===== src/rtl/core/sbpe_pkg.sv =====
// Shared constants for the Stern-Brocot path encoder.
// No dependencies.
package sbpe_pkg;
   localparam int VALUE_WIDTH_DEF = 32;
   localparam int MAX_TERMS_DEF   = 48;
   localparam int OUT_WIDTH       = 32;
endpackage


===== src/rtl/core/sbpe_divider.sv =====
// Bit-serial restoring divider, one quotient bit per cycle.
// Depends on sbpe_pkg.
module sbpe_divider import sbpe_pkg::*; #(
   parameter int VALUE_WIDTH = VALUE_WIDTH_DEF
) (
   input  logic                   clock,
   input  logic                   reset,
   input  logic                   start,
   input  logic [VALUE_WIDTH-1:0] dividend,
   input  logic [VALUE_WIDTH-1:0] divisor,
   output logic                   done,
   output logic [VALUE_WIDTH-1:0] quotient,
   output logic [VALUE_WIDTH-1:0] remainder
);
   localparam int CW = $clog2(VALUE_WIDTH + 1);

   logic [VALUE_WIDTH-1:0] quo_ff, quo_in, rem_ff, rem_in, dsr_ff, dsr_in;
   logic [CW-1:0]          count_ff, count_in;
   logic                   run_ff, run_in, done_ff, done_in;
   logic [VALUE_WIDTH:0]   shifted, diff;

   always_comb begin
      shifted  = {rem_ff, quo_ff[VALUE_WIDTH-1]};
      diff     = shifted - {1'b0, dsr_ff};
      quo_in   = quo_ff;
      rem_in   = rem_ff;
      dsr_in   = dsr_ff;
      count_in = count_ff;
      run_in   = run_ff;
      done_in  = 1'b0;
      if (start) begin
         quo_in   = dividend;
         rem_in   = '0;
         dsr_in   = divisor;
         count_in = '0;
         run_in   = 1'b1;
      end else if (run_ff) begin
         if (!diff[VALUE_WIDTH]) begin
            rem_in = diff[VALUE_WIDTH-1:0];
            quo_in = {quo_ff[VALUE_WIDTH-2:0], 1'b1};
         end else begin
            rem_in = shifted[VALUE_WIDTH-1:0];
            quo_in = {quo_ff[VALUE_WIDTH-2:0], 1'b0};
         end
         count_in = count_ff + 1'b1;
         if (count_ff == CW'(VALUE_WIDTH - 1)) begin
            run_in  = 1'b0;
            done_in = 1'b1;
         end
      end
   end

   always_ff @(posedge clock) begin
      quo_ff   <= quo_in;
      rem_ff   <= rem_in;
      dsr_ff   <= dsr_in;
      count_ff <= count_in;
      if (reset) begin
         run_ff  <= 1'b0;
         done_ff <= 1'b0;
      end else begin
         run_ff  <= run_in;
         done_ff <= done_in;
      end
   end

   assign done      = done_ff;
   assign quotient  = quo_ff;
   assign remainder = rem_ff;
endmodule


===== src/rtl/core/stern_brocot_path_encoder.sv =====
// Stern-Brocot path encoder: one fraction in, one word per run out.
// Depends on sbpe_pkg and sbpe_divider.
//
//  channel | direction | ports
//  req     | in        | req_valid, req_ready, req_numerator, req_denominator
//  rsp     | out       | rsp_valid, rsp_ready, rsp_direction .. rsp_last
//
// Per run: the serial divider (start, VALUE_WIDTH quotient bits, done), then one
// shift-add step per significant bit of the run length plus a final step in the
// multiplier, then the output word. A fraction takes up to MAX_TERMS runs; a zero
// operand skips the divider and goes straight to the output.
// Reset clears control only; bounds are reloaded with each fraction.
// A stalled rsp holds the engine; req is taken only when the engine is idle.
module stern_brocot_path_encoder import sbpe_pkg::*; #(
   parameter int VALUE_WIDTH = VALUE_WIDTH_DEF,
   parameter int MAX_TERMS   = MAX_TERMS_DEF
) (
   input  logic                   clock,
   input  logic                   reset,
   input  logic                   req_valid,
   output logic                   req_ready,
   input  logic [VALUE_WIDTH-1:0] req_numerator,
   input  logic [VALUE_WIDTH-1:0] req_denominator,
   output logic                   rsp_valid,
   input  logic                   rsp_ready,
   output logic                   rsp_direction,
   output logic [OUT_WIDTH-1:0]   rsp_run_length,
   output logic [OUT_WIDTH-1:0]   rsp_lower_num,
   output logic [OUT_WIDTH-1:0]   rsp_lower_den,
   output logic [OUT_WIDTH-1:0]   rsp_upper_num,
   output logic [OUT_WIDTH-1:0]   rsp_upper_den,
   output logic                   rsp_invalid,
   output logic                   rsp_last
);
   localparam int CW = $clog2(MAX_TERMS + 1);

   typedef enum logic [1:0] {S_IDLE, S_DIVIDE, S_MULT, S_EMIT} state_type;

   state_type              state_ff;
   logic [VALUE_WIDTH-1:0] dvd_ff, dsr_ff;
   logic [VALUE_WIDTH-1:0] lo_num_ff, lo_den_ff, hi_num_ff, hi_den_ff;
   logic [VALUE_WIDTH-1:0] k_ff, kshift_ff, m_num_ff, m_den_ff;
   logic [CW-1:0]          cnt_ff;
   logic                   fin_ff, dir_ff, invalid_ff, last_ff, start_ff;
   logic                   start_in;

   logic                   div_done;
   logic [VALUE_WIDTH-1:0] div_q, div_r;

   sbpe_divider #(.VALUE_WIDTH(VALUE_WIDTH)) u_div (
      .clock     (clock),
      .reset     (reset),
      .start     (start_ff),
      .dividend  (dvd_ff),
      .divisor   (dsr_ff),
      .done      (div_done),
      .quotient  (div_q),
      .remainder (div_r)
   );

   // kick the divider on a valid fraction or after a non-final word leaves
   assign start_in = (state_ff == S_IDLE && req_valid &&
                      req_numerator != '0 && req_denominator != '0) ||
                     (state_ff == S_EMIT && rsp_ready && !last_ff);

   always_ff @(posedge clock) begin
      if (reset) begin
         start_ff <= 1'b0;
         state_ff <= S_IDLE;
         cnt_ff   <= '0;
      end else begin
         start_ff <= start_in;
         case (state_ff)
            S_IDLE: begin
               if (req_valid) begin
                  lo_num_ff  <= '0;
                  hi_den_ff  <= '0;
                  cnt_ff     <= '0;
                  dir_ff     <= 1'b0;
                  k_ff       <= '0;
                  if (req_numerator == '0 || req_denominator == '0) begin
                     lo_den_ff  <= '0;
                     hi_num_ff  <= '0;
                     invalid_ff <= 1'b1;
                     last_ff    <= 1'b1;
                     state_ff   <= S_EMIT;
                  end else begin
                     lo_den_ff  <= VALUE_WIDTH'(1);
                     hi_num_ff  <= VALUE_WIDTH'(1);
                     invalid_ff <= 1'b0;
                     last_ff    <= 1'b0;
                     dvd_ff     <= req_numerator;
                     dsr_ff     <= req_denominator;
                     state_ff   <= S_DIVIDE;
                  end
               end
            end
            S_DIVIDE: begin
               if (div_done) begin
                  // exact division: last term is one less
                  fin_ff    <= (div_r == '0);
                  k_ff      <= (div_r == '0) ? div_q - 1'b1 : div_q;
                  kshift_ff <= (div_r == '0) ? div_q - 1'b1 : div_q;
                  dir_ff    <= cnt_ff[0];
                  m_num_ff  <= cnt_ff[0] ? lo_num_ff : hi_num_ff;
                  m_den_ff  <= cnt_ff[0] ? lo_den_ff : hi_den_ff;
                  dvd_ff    <= dsr_ff;
                  dsr_ff    <= div_r;
                  state_ff  <= S_MULT;
               end
            end
            S_MULT: begin
               if (kshift_ff == '0) begin
                  last_ff  <= fin_ff ||
                              ((CW + 1)'(cnt_ff) + 1'b1 >= (CW + 1)'(MAX_TERMS));
                  cnt_ff   <= cnt_ff + 1'b1;
                  state_ff <= S_EMIT;
               end else begin
                  if (kshift_ff[0]) begin
                     if (dir_ff) begin
                        hi_num_ff <= hi_num_ff + m_num_ff;
                        hi_den_ff <= hi_den_ff + m_den_ff;
                     end else begin
                        lo_num_ff <= lo_num_ff + m_num_ff;
                        lo_den_ff <= lo_den_ff + m_den_ff;
                     end
                  end
                  m_num_ff  <= m_num_ff << 1;
                  m_den_ff  <= m_den_ff << 1;
                  kshift_ff <= kshift_ff >> 1;
               end
            end
            S_EMIT: begin
               if (rsp_ready) begin
                  if (last_ff) begin
                     state_ff <= S_IDLE;
                  end else begin
                     state_ff <= S_DIVIDE;
                  end
               end
            end
            default: state_ff <= S_IDLE;
         endcase
      end
   end

   assign req_ready      = (state_ff == S_IDLE);
   assign rsp_valid      = (state_ff == S_EMIT);
   assign rsp_direction  = dir_ff;
   assign rsp_run_length = OUT_WIDTH'(k_ff);
   assign rsp_lower_num  = OUT_WIDTH'(lo_num_ff);
   assign rsp_lower_den  = OUT_WIDTH'(lo_den_ff);
   assign rsp_upper_num  = OUT_WIDTH'(hi_num_ff);
   assign rsp_upper_den  = OUT_WIDTH'(hi_den_ff);
   assign rsp_invalid    = invalid_ff;
   assign rsp_last       = last_ff;

   a_invalid_last: assert property (@(posedge clock) disable iff (reset)
      rsp_valid && rsp_invalid |-> rsp_last) else $error("invalid word not last");
   a_cnt_bound: assert property (@(posedge clock) disable iff (reset)
      (CW + 1)'(cnt_ff) <= (CW + 1)'(MAX_TERMS)) else $error("term count overrun");
   a_div_nonzero: assert property (@(posedge clock) disable iff (reset)
      start_ff |-> dsr_ff != '0) else $error("division by zero started");
   a_done_in_divide: assert property (@(posedge clock) disable iff (reset)
      div_done |-> state_ff == S_DIVIDE) else $error("divider done out of step");
endmodule

===== config.mk =====
export PLATFORM = sky130hd
export DESIGN_NAME = stern_brocot_path_encoder
export DESIGN_NICKNAME = d
export VERILOG_FILES = /design/src/rtl/core/sbpe_pkg.sv /design/src/rtl/core/sbpe_divider.sv /design/src/rtl/core/stern_brocot_path_encoder.sv
export SDC_FILE = /design/constraint.sdc
export NUM_CORES = 1
export LEC_CHECK = 0
export BUFFER_PORTS_ARGS = -buffer_cell sky130_fd_sc_hd__buf_2
export CAP_MARGIN = 10
export CORE_MARGIN = 8
export CORE_UTILIZATION = 35
export DETAILED_ROUTE_END_ITERATION = 7
export PLACE_DENSITY = 0.55
export SYNTH_ARGS = -nofsm -noshare
export SYNTH_HDL_FRONTEND = slang
export SYNTH_SLANG_ARGS = --single-unit

===== constraint.sdc =====
create_clock -name clock -period 24.6 [get_ports clock]
set_input_delay 1.23 -clock clock [delete_from_list [all_inputs] [get_ports clock]]
set_output_delay 1.23 -clock clock [all_outputs]
set_load 0.02 [all_outputs]

-- After elaboration in Yosys (flattened, before gate mapping)
Cells that the tools add are included.
- add/subtract/negate cells: 9
- multiply operators: 0
- div/mod/pow operators: 0
- $lt $le $gt $ge: 1
- equality and inequality tests: 13
- shift operators: 0
- multiplexer cells: 65
- bitwise logic cells: 2
- reductions and logical operators: 31
- operator list (kind ; number):
    32-bit 2-to-1 mux ; 32
    32-bit one-hot mux with 2 select lines ; 10
    32-bit adder ; 4
    32-bit logical NOT ; 4
    32-bit nonzero test ; 2
    33-bit by 32-bit subtractor with 33-bit output ; 1
    32-bit by 1-bit subtractor with 32-bit output (second input constant) ; 1
    4-bit AND reduction ; 4
    2-bit != test (second input constant) ; 7
    6-bit by 1-bit adder with 6-bit output (second input constant) ; 2
    1-bit 2-to-1 mux ; 12
    6-bit 2-to-1 mux ; 2
    6-bit one-hot mux with 2 select lines ; 1
    6-bit AND reduction ; 2
    2-bit 2-to-1 mux ; 5
    3-bit AND reduction ; 3
    2-bit one-hot mux with 4 select lines ; 1
    2-bit nonzero test ; 4
    6-bit by 1-bit adder with 7-bit output (second input constant) ; 1
    7-bit by 6-bit >= comparator with 1-bit output (second input constant) ; 1
    6-bit by 5-bit equality test with 1-bit output (second input constant) ; 1
    1-bit logical AND ; 5
    5-bit AND reduction ; 1
    2-bit equality test (second input constant) ; 2
    8 further kinds ; 13
- register bits: 437
- bits in latches: 0
- RAM bits: 0
- memory bits (read-only): 0
- input port bits: 68
- output and inout bits: 165
- memories kept: 0

-- Longest topological paths before layout
- depth after elaboration: 5
- gate-level depth with buffers: 14
- mapped depth without buffers: 13

-- Cells and area by module
A second synthesis with hierarchy kept.
- cell total of the unflattened synthesis: 2462
- area total of the unflattened synthesis: 26545.5 µm²
- modules (own cells, without submodules) (module ; times used ; cells each ; area an instance (µm²) ; seq. area each (µm²)):
    stern_brocot_path_encoder ; 1 ; 1850 ; 20347.0 ; 9909.5
    sbpe_divider ; 1 ; 612 ; 6198.4 ; 2722.6

-- Least setup slack after synthesis
No wires, ideal clock.
- kind: input-to-reg
- start: input port reset
- end: register kshift_ff[0], enable pin
- library setup time: 0.669 ns
- arrival: 7.973 ns
- required time: 23.931 ns
- path slack: 15.958 ns
- stages on the path: 2
- buffers on the path: 1
- path through: clkbuf_1 -> nor3_1
- longest elaborated chain between the ends: 2
- RTL lines (what ; RTL line ; source):
    start: declaration ; stern_brocot_path_encoder.sv:19 ; input logic reset,
    1-bit NOT (no line) ; n/a ;
    4-bit AND reduction (no line) ; n/a ;
    end signal: assignment ; stern_brocot_path_encoder.sv:103 ; kshift_ff <= (div_r == '0) ? div_q - 1'b1 : div_q;
    end signal: assignment ; stern_brocot_path_encoder.sv:130 ; kshift_ff <= kshift_ff >> 1;
    end: declaration ; stern_brocot_path_encoder.sv:42 ; logic [VALUE_WIDTH-1:0] k_ff, kshift_ff, m_num_ff, m_den_ff;
Every way passes these cells.
A chain may end at the register's enable or synchronous reset.

-- Worst setup path after layout
- start: register u_div.quo_ff[31], in the netlist u_div.quotient[31]
- end: register u_div.rem_ff[0], in the netlist u_div.remainder[0]
- longest elaborated chain between the ends: 2
- RTL lines (what ; RTL line ; source):
    start: declaration ; sbpe_divider.sv:17 ; logic [VALUE_WIDTH-1:0] quo_ff, quo_in, rem_ff, rem_in, dsr_ff, dsr_in;
    start signal: assignment ; sbpe_divider.sv:54 ; quo_ff <= quo_in;
    33-bit by 32-bit subtractor with 33-bit output ; sbpe_divider.sv:24 ; diff = shifted - {1'b0, dsr_ff};
    32-bit 2-to-1 mux * ; sbpe_divider.sv:38 ; if (!diff[VALUE_WIDTH]) begin
    end signal: assignment ; sbpe_divider.sv:55 ; rem_ff <= rem_in;
    end: declaration ; sbpe_divider.sv:17 ;
Every way passes the cells marked *; elsewhere a longest branch is shown, timed or not.

==> metrics.txt <==
outcome complete, no violations; max-slew violations 0; Commonest cells post-synth edfxtp_1 (388), nor2_1 (229), nand2_1 (205); setup TNS 0 ns; Core Area 73950 um2; # clock sinks 437; post-synthesis sequential area ratio 48.60%; Crit. Startpoint u_div.quotient[31]$_DFFE_PP_; Port Buf Inserts 232; DR vias/cell 5.342; Final Setup Violations 0; Crit Path Max Fanout 33; Hold WC Path Type reg -> reg; IO Pins 233; Arr. time, crit path 4.39 ns; pin count of the biggest net entering global routing 83; vias in the first global route 19804; critical path, cell by cell inv_1 > ha_1 > fa_1 > nor2b_1 > o31ai_1 > a21o_1 > nand4b_1 > a2111o_1 > a41oi_4 > xor2_4 > nor2_1 > a211oi_1 > a211oi_1; Worst setup EP type register; Post-CTS Hold Buffers 0; Num CTS Buffers 50; top-count cell post-synth edfxtp_1; Max Cap Viol 0; Cell variety after synth 73; Routability Congestion 0.8973; top cell type's share of synthesized area 44.83%; DR vias 19318; main flop type after synthesis edfxtp_1; clock power share 20.4%; final wirelength 72.48 mm; HPWL Detailed 52.57 mm; Gate power share 43.6%; Hold Vio Cnt, Final 0; DRT Pass-1 Iters 5; Setup crit end u_div.remainder[0]$_SDFFE_PP0P_; synthesized area 25990 um2; mean routed wirelength per cell 20.04 um; sw frac 40.55%; post_cts resized 0; share of layout cells above drive strength 1 18.34%; Inst Count DP 3521; die height 288.5 um; Slew headroom 29.53%; most numerous cell on the critical path a211oi_1; CTS tree done; clock latency on the worst-skew pair 0.61 ns; Tot GR Track Use 16.90%; Cell Count, Final, Fillers Out 3616; starting density of the core 35.15%; Final nets 2840; post-route ant nets 0; H-tree lvl count 2; critical path's slowest cell xor2_4; Reg power frac 36.0%; DRC viols 0; P_sw 1.407 mW; worst setup path class reg -> reg; Tightest Pin Transition 1.057 ns; RSZ-0062 raised after global routing no; chip width 288.5 um; worst r2r src u_div.quotient[31]$_DFFE_PP_; Synth Net Count 2628; total number of placement rows 100; asr flop ratio synth 0%; gr ovfl total 0; first-pass GRT wire length 112.3 mm; post-layout min period 3.948 ns; setup bufs post-CTS 0; P_leak 11.39 nW; HP Start dsr_ff[1]$_DFFE_PP_; Die ar. 83240 um2; Setup Skew 0.03124 ns; reg2reg end u_div.remainder[0]$_SDFFE_PP0P_; Crit path largest cell delay 0.84 ns; final worst-path cycle share 16.05%; 1st-iter DRT viols 1076; Cells after Synth 2392; antenna violations before repair 3; clock buffer depth 3; R2R depth 13; Warnings, synthesis 0; number of synthesized flops with an enable pin 388; CP Launch Type register; Syn Area/Cell 10.87 um2; CTS Root Cell clkbuf_16; internal power 2.063 mW; clock slew at reported path FFs 0.06 ns; Worst Path Required 25.05 ns; Seq cells post-synth 437; achievable clock frequency 253.3 MHz; Peak VDD IR 0.06322 mV; register-to-register setup slack 20.65 ns; cell accounting for the most synthesized area edfxtp_1; ranking of synthesized cells by area edfxtp_1 (45%), ha_1 (7.8%), mux2_2 (5.4%), dfxtp_1 (3.8%), nor2_1 (3.3%); P&R area growth vs syn 14.42%; P per Cell Area 116.7 nW/um2
-- worst min path at each step --
stage / endpoint / depth (start not counted)
after global routing: u_div.dsr_ff[1]$_DFFE_PP_ / 0
after CTS: u_div.dsr_ff[1]$_DFFE_PP_ / 0
after global placement: u_div.dsr_ff[1]$_DFFE_PP_ / 0
after floorplan: u_div.dsr_ff[0]$_DFFE_PP_ / 0
final: u_div.dsr_ff[1]$_DFFE_PP_ / 0
after detailed placement: u_div.dsr_ff[1]$_DFFE_PP_ / 0
-- through the flow --
step	setup WS, ns	power, mW	hold WS (ns)	utilization [%]	instance area (um2)
after floorplan	15.96	2.356	0.4204	-	25990
after global placement	20.64	2.758	0.4323	38.16	28220
after detailed placement	20.61	2.777	0.4338	38.16	28220
after CTS	20.63	3.504	0.4430	40.21	29730
after global routing	20.33	3.706	0.4700	40.21	29730
final	20.65	3.471	0.4461	40.22	29740
-- layout make-up --
class | instances | area (um2)
Fill cell | 7116 | 44200
Multi-Input combinational cell | 1781 | 12760
Sequential cell | 437 | 12640
Clock buffer | 69 | 1333
Timing Repair Buffer | 247 | 1274
Tap cell | 969 | 1212
Inverter | 87 | 329.1
Clock inverter | 23 | 180.2
Antenna cell | 3 | 7.507
-- cells by family (layout without fill, tap and decap cells) --
family / Yosys count / in the layout / synth area share [%]
adders and majority gates: 168 / 168 / 8.231
other: 0 / 3 / 0
buffers and inverters: 174 / 426 / 2.590
muxes: 195 / 195 / 8.111
DFF: 437 / 437 / 48.60
xor gates and xnor gates: 165 / 165 / 5.632
AOI/OAI and AO/OA: 548 / 548 / 14.09
and+or+nand+nor: 705 / 705 / 12.74
-- layer usage --
layer / vias up / GRT usage (%) / share of wire [%]
met1: 9405 / 21.51 / 43
met2: 484 / 29.13 / 48
met4: 0 / 5.358 / 2.8
met3: 113 / 2.816 / 5.7
met5: - / 0 / 0
li1: 9316 / - / -
-- state kept, by name, summed over array words and instances, names as in the netlist, 6 cells and up --
signal           count
m_den_ff            32
u_div.count_ff       6
dsr_ff              32
rsp_upper_num       32
rsp_lower_num       32
u_div.quotient      32
m_num_ff            32
u_div.remainder     32
kshift_ff           32
rsp_run_length      32
rsp_lower_den       32
rsp_upper_den       32
dvd_ff              32
u_div.dsr_ff        32
cnt_ff               6
-- critical path, delay by kind of cell (launching register included) --
family | cells | cell delay, ns
buffers and inverters | 1 | 0.10
xor gates and xnor gates | 1 | 0.84
and+or+nand+nor | 3 | 0.34
adders and majority gates | 2 | 0.42
DFF | 1 | 0.40
AOI/OAI and AO/OA | 6 | 1.68
-- placed cells by master, fill, tap and decap left out, types with 70 or more instances in the layout --
master and instances:
a21o_1 92, a21oi_1 132, buf_2 232, edfxtp_1 388
ha_1 161, inv_1 85, mux2_2 125, mux2i_1 70
nand2_1 205, nor2_1 229, o21ai_0 132, xnor2_1 80
xor2_1 83
-- power by group through the flow --
| stage | Sequential [mW] | Clock [mW] | Combinational (mW) |
|---|---|---|---|
| 2_1_floorplan | 1.29 | 0 | 1.07 |
| 3_3_place_gp | 1.27 | 0 | 1.49 |
| 3_5_place_dp | 1.27 | 0 | 1.51 |
| 4_1_cts | 1.26 | 0.728 | 1.52 |
| 5_1_grt | 1.28 | 0.751 | 1.68 |
| 6_report | 1.25 | 0.707 | 1.51 |
Power figures use the tool's default switching activity.
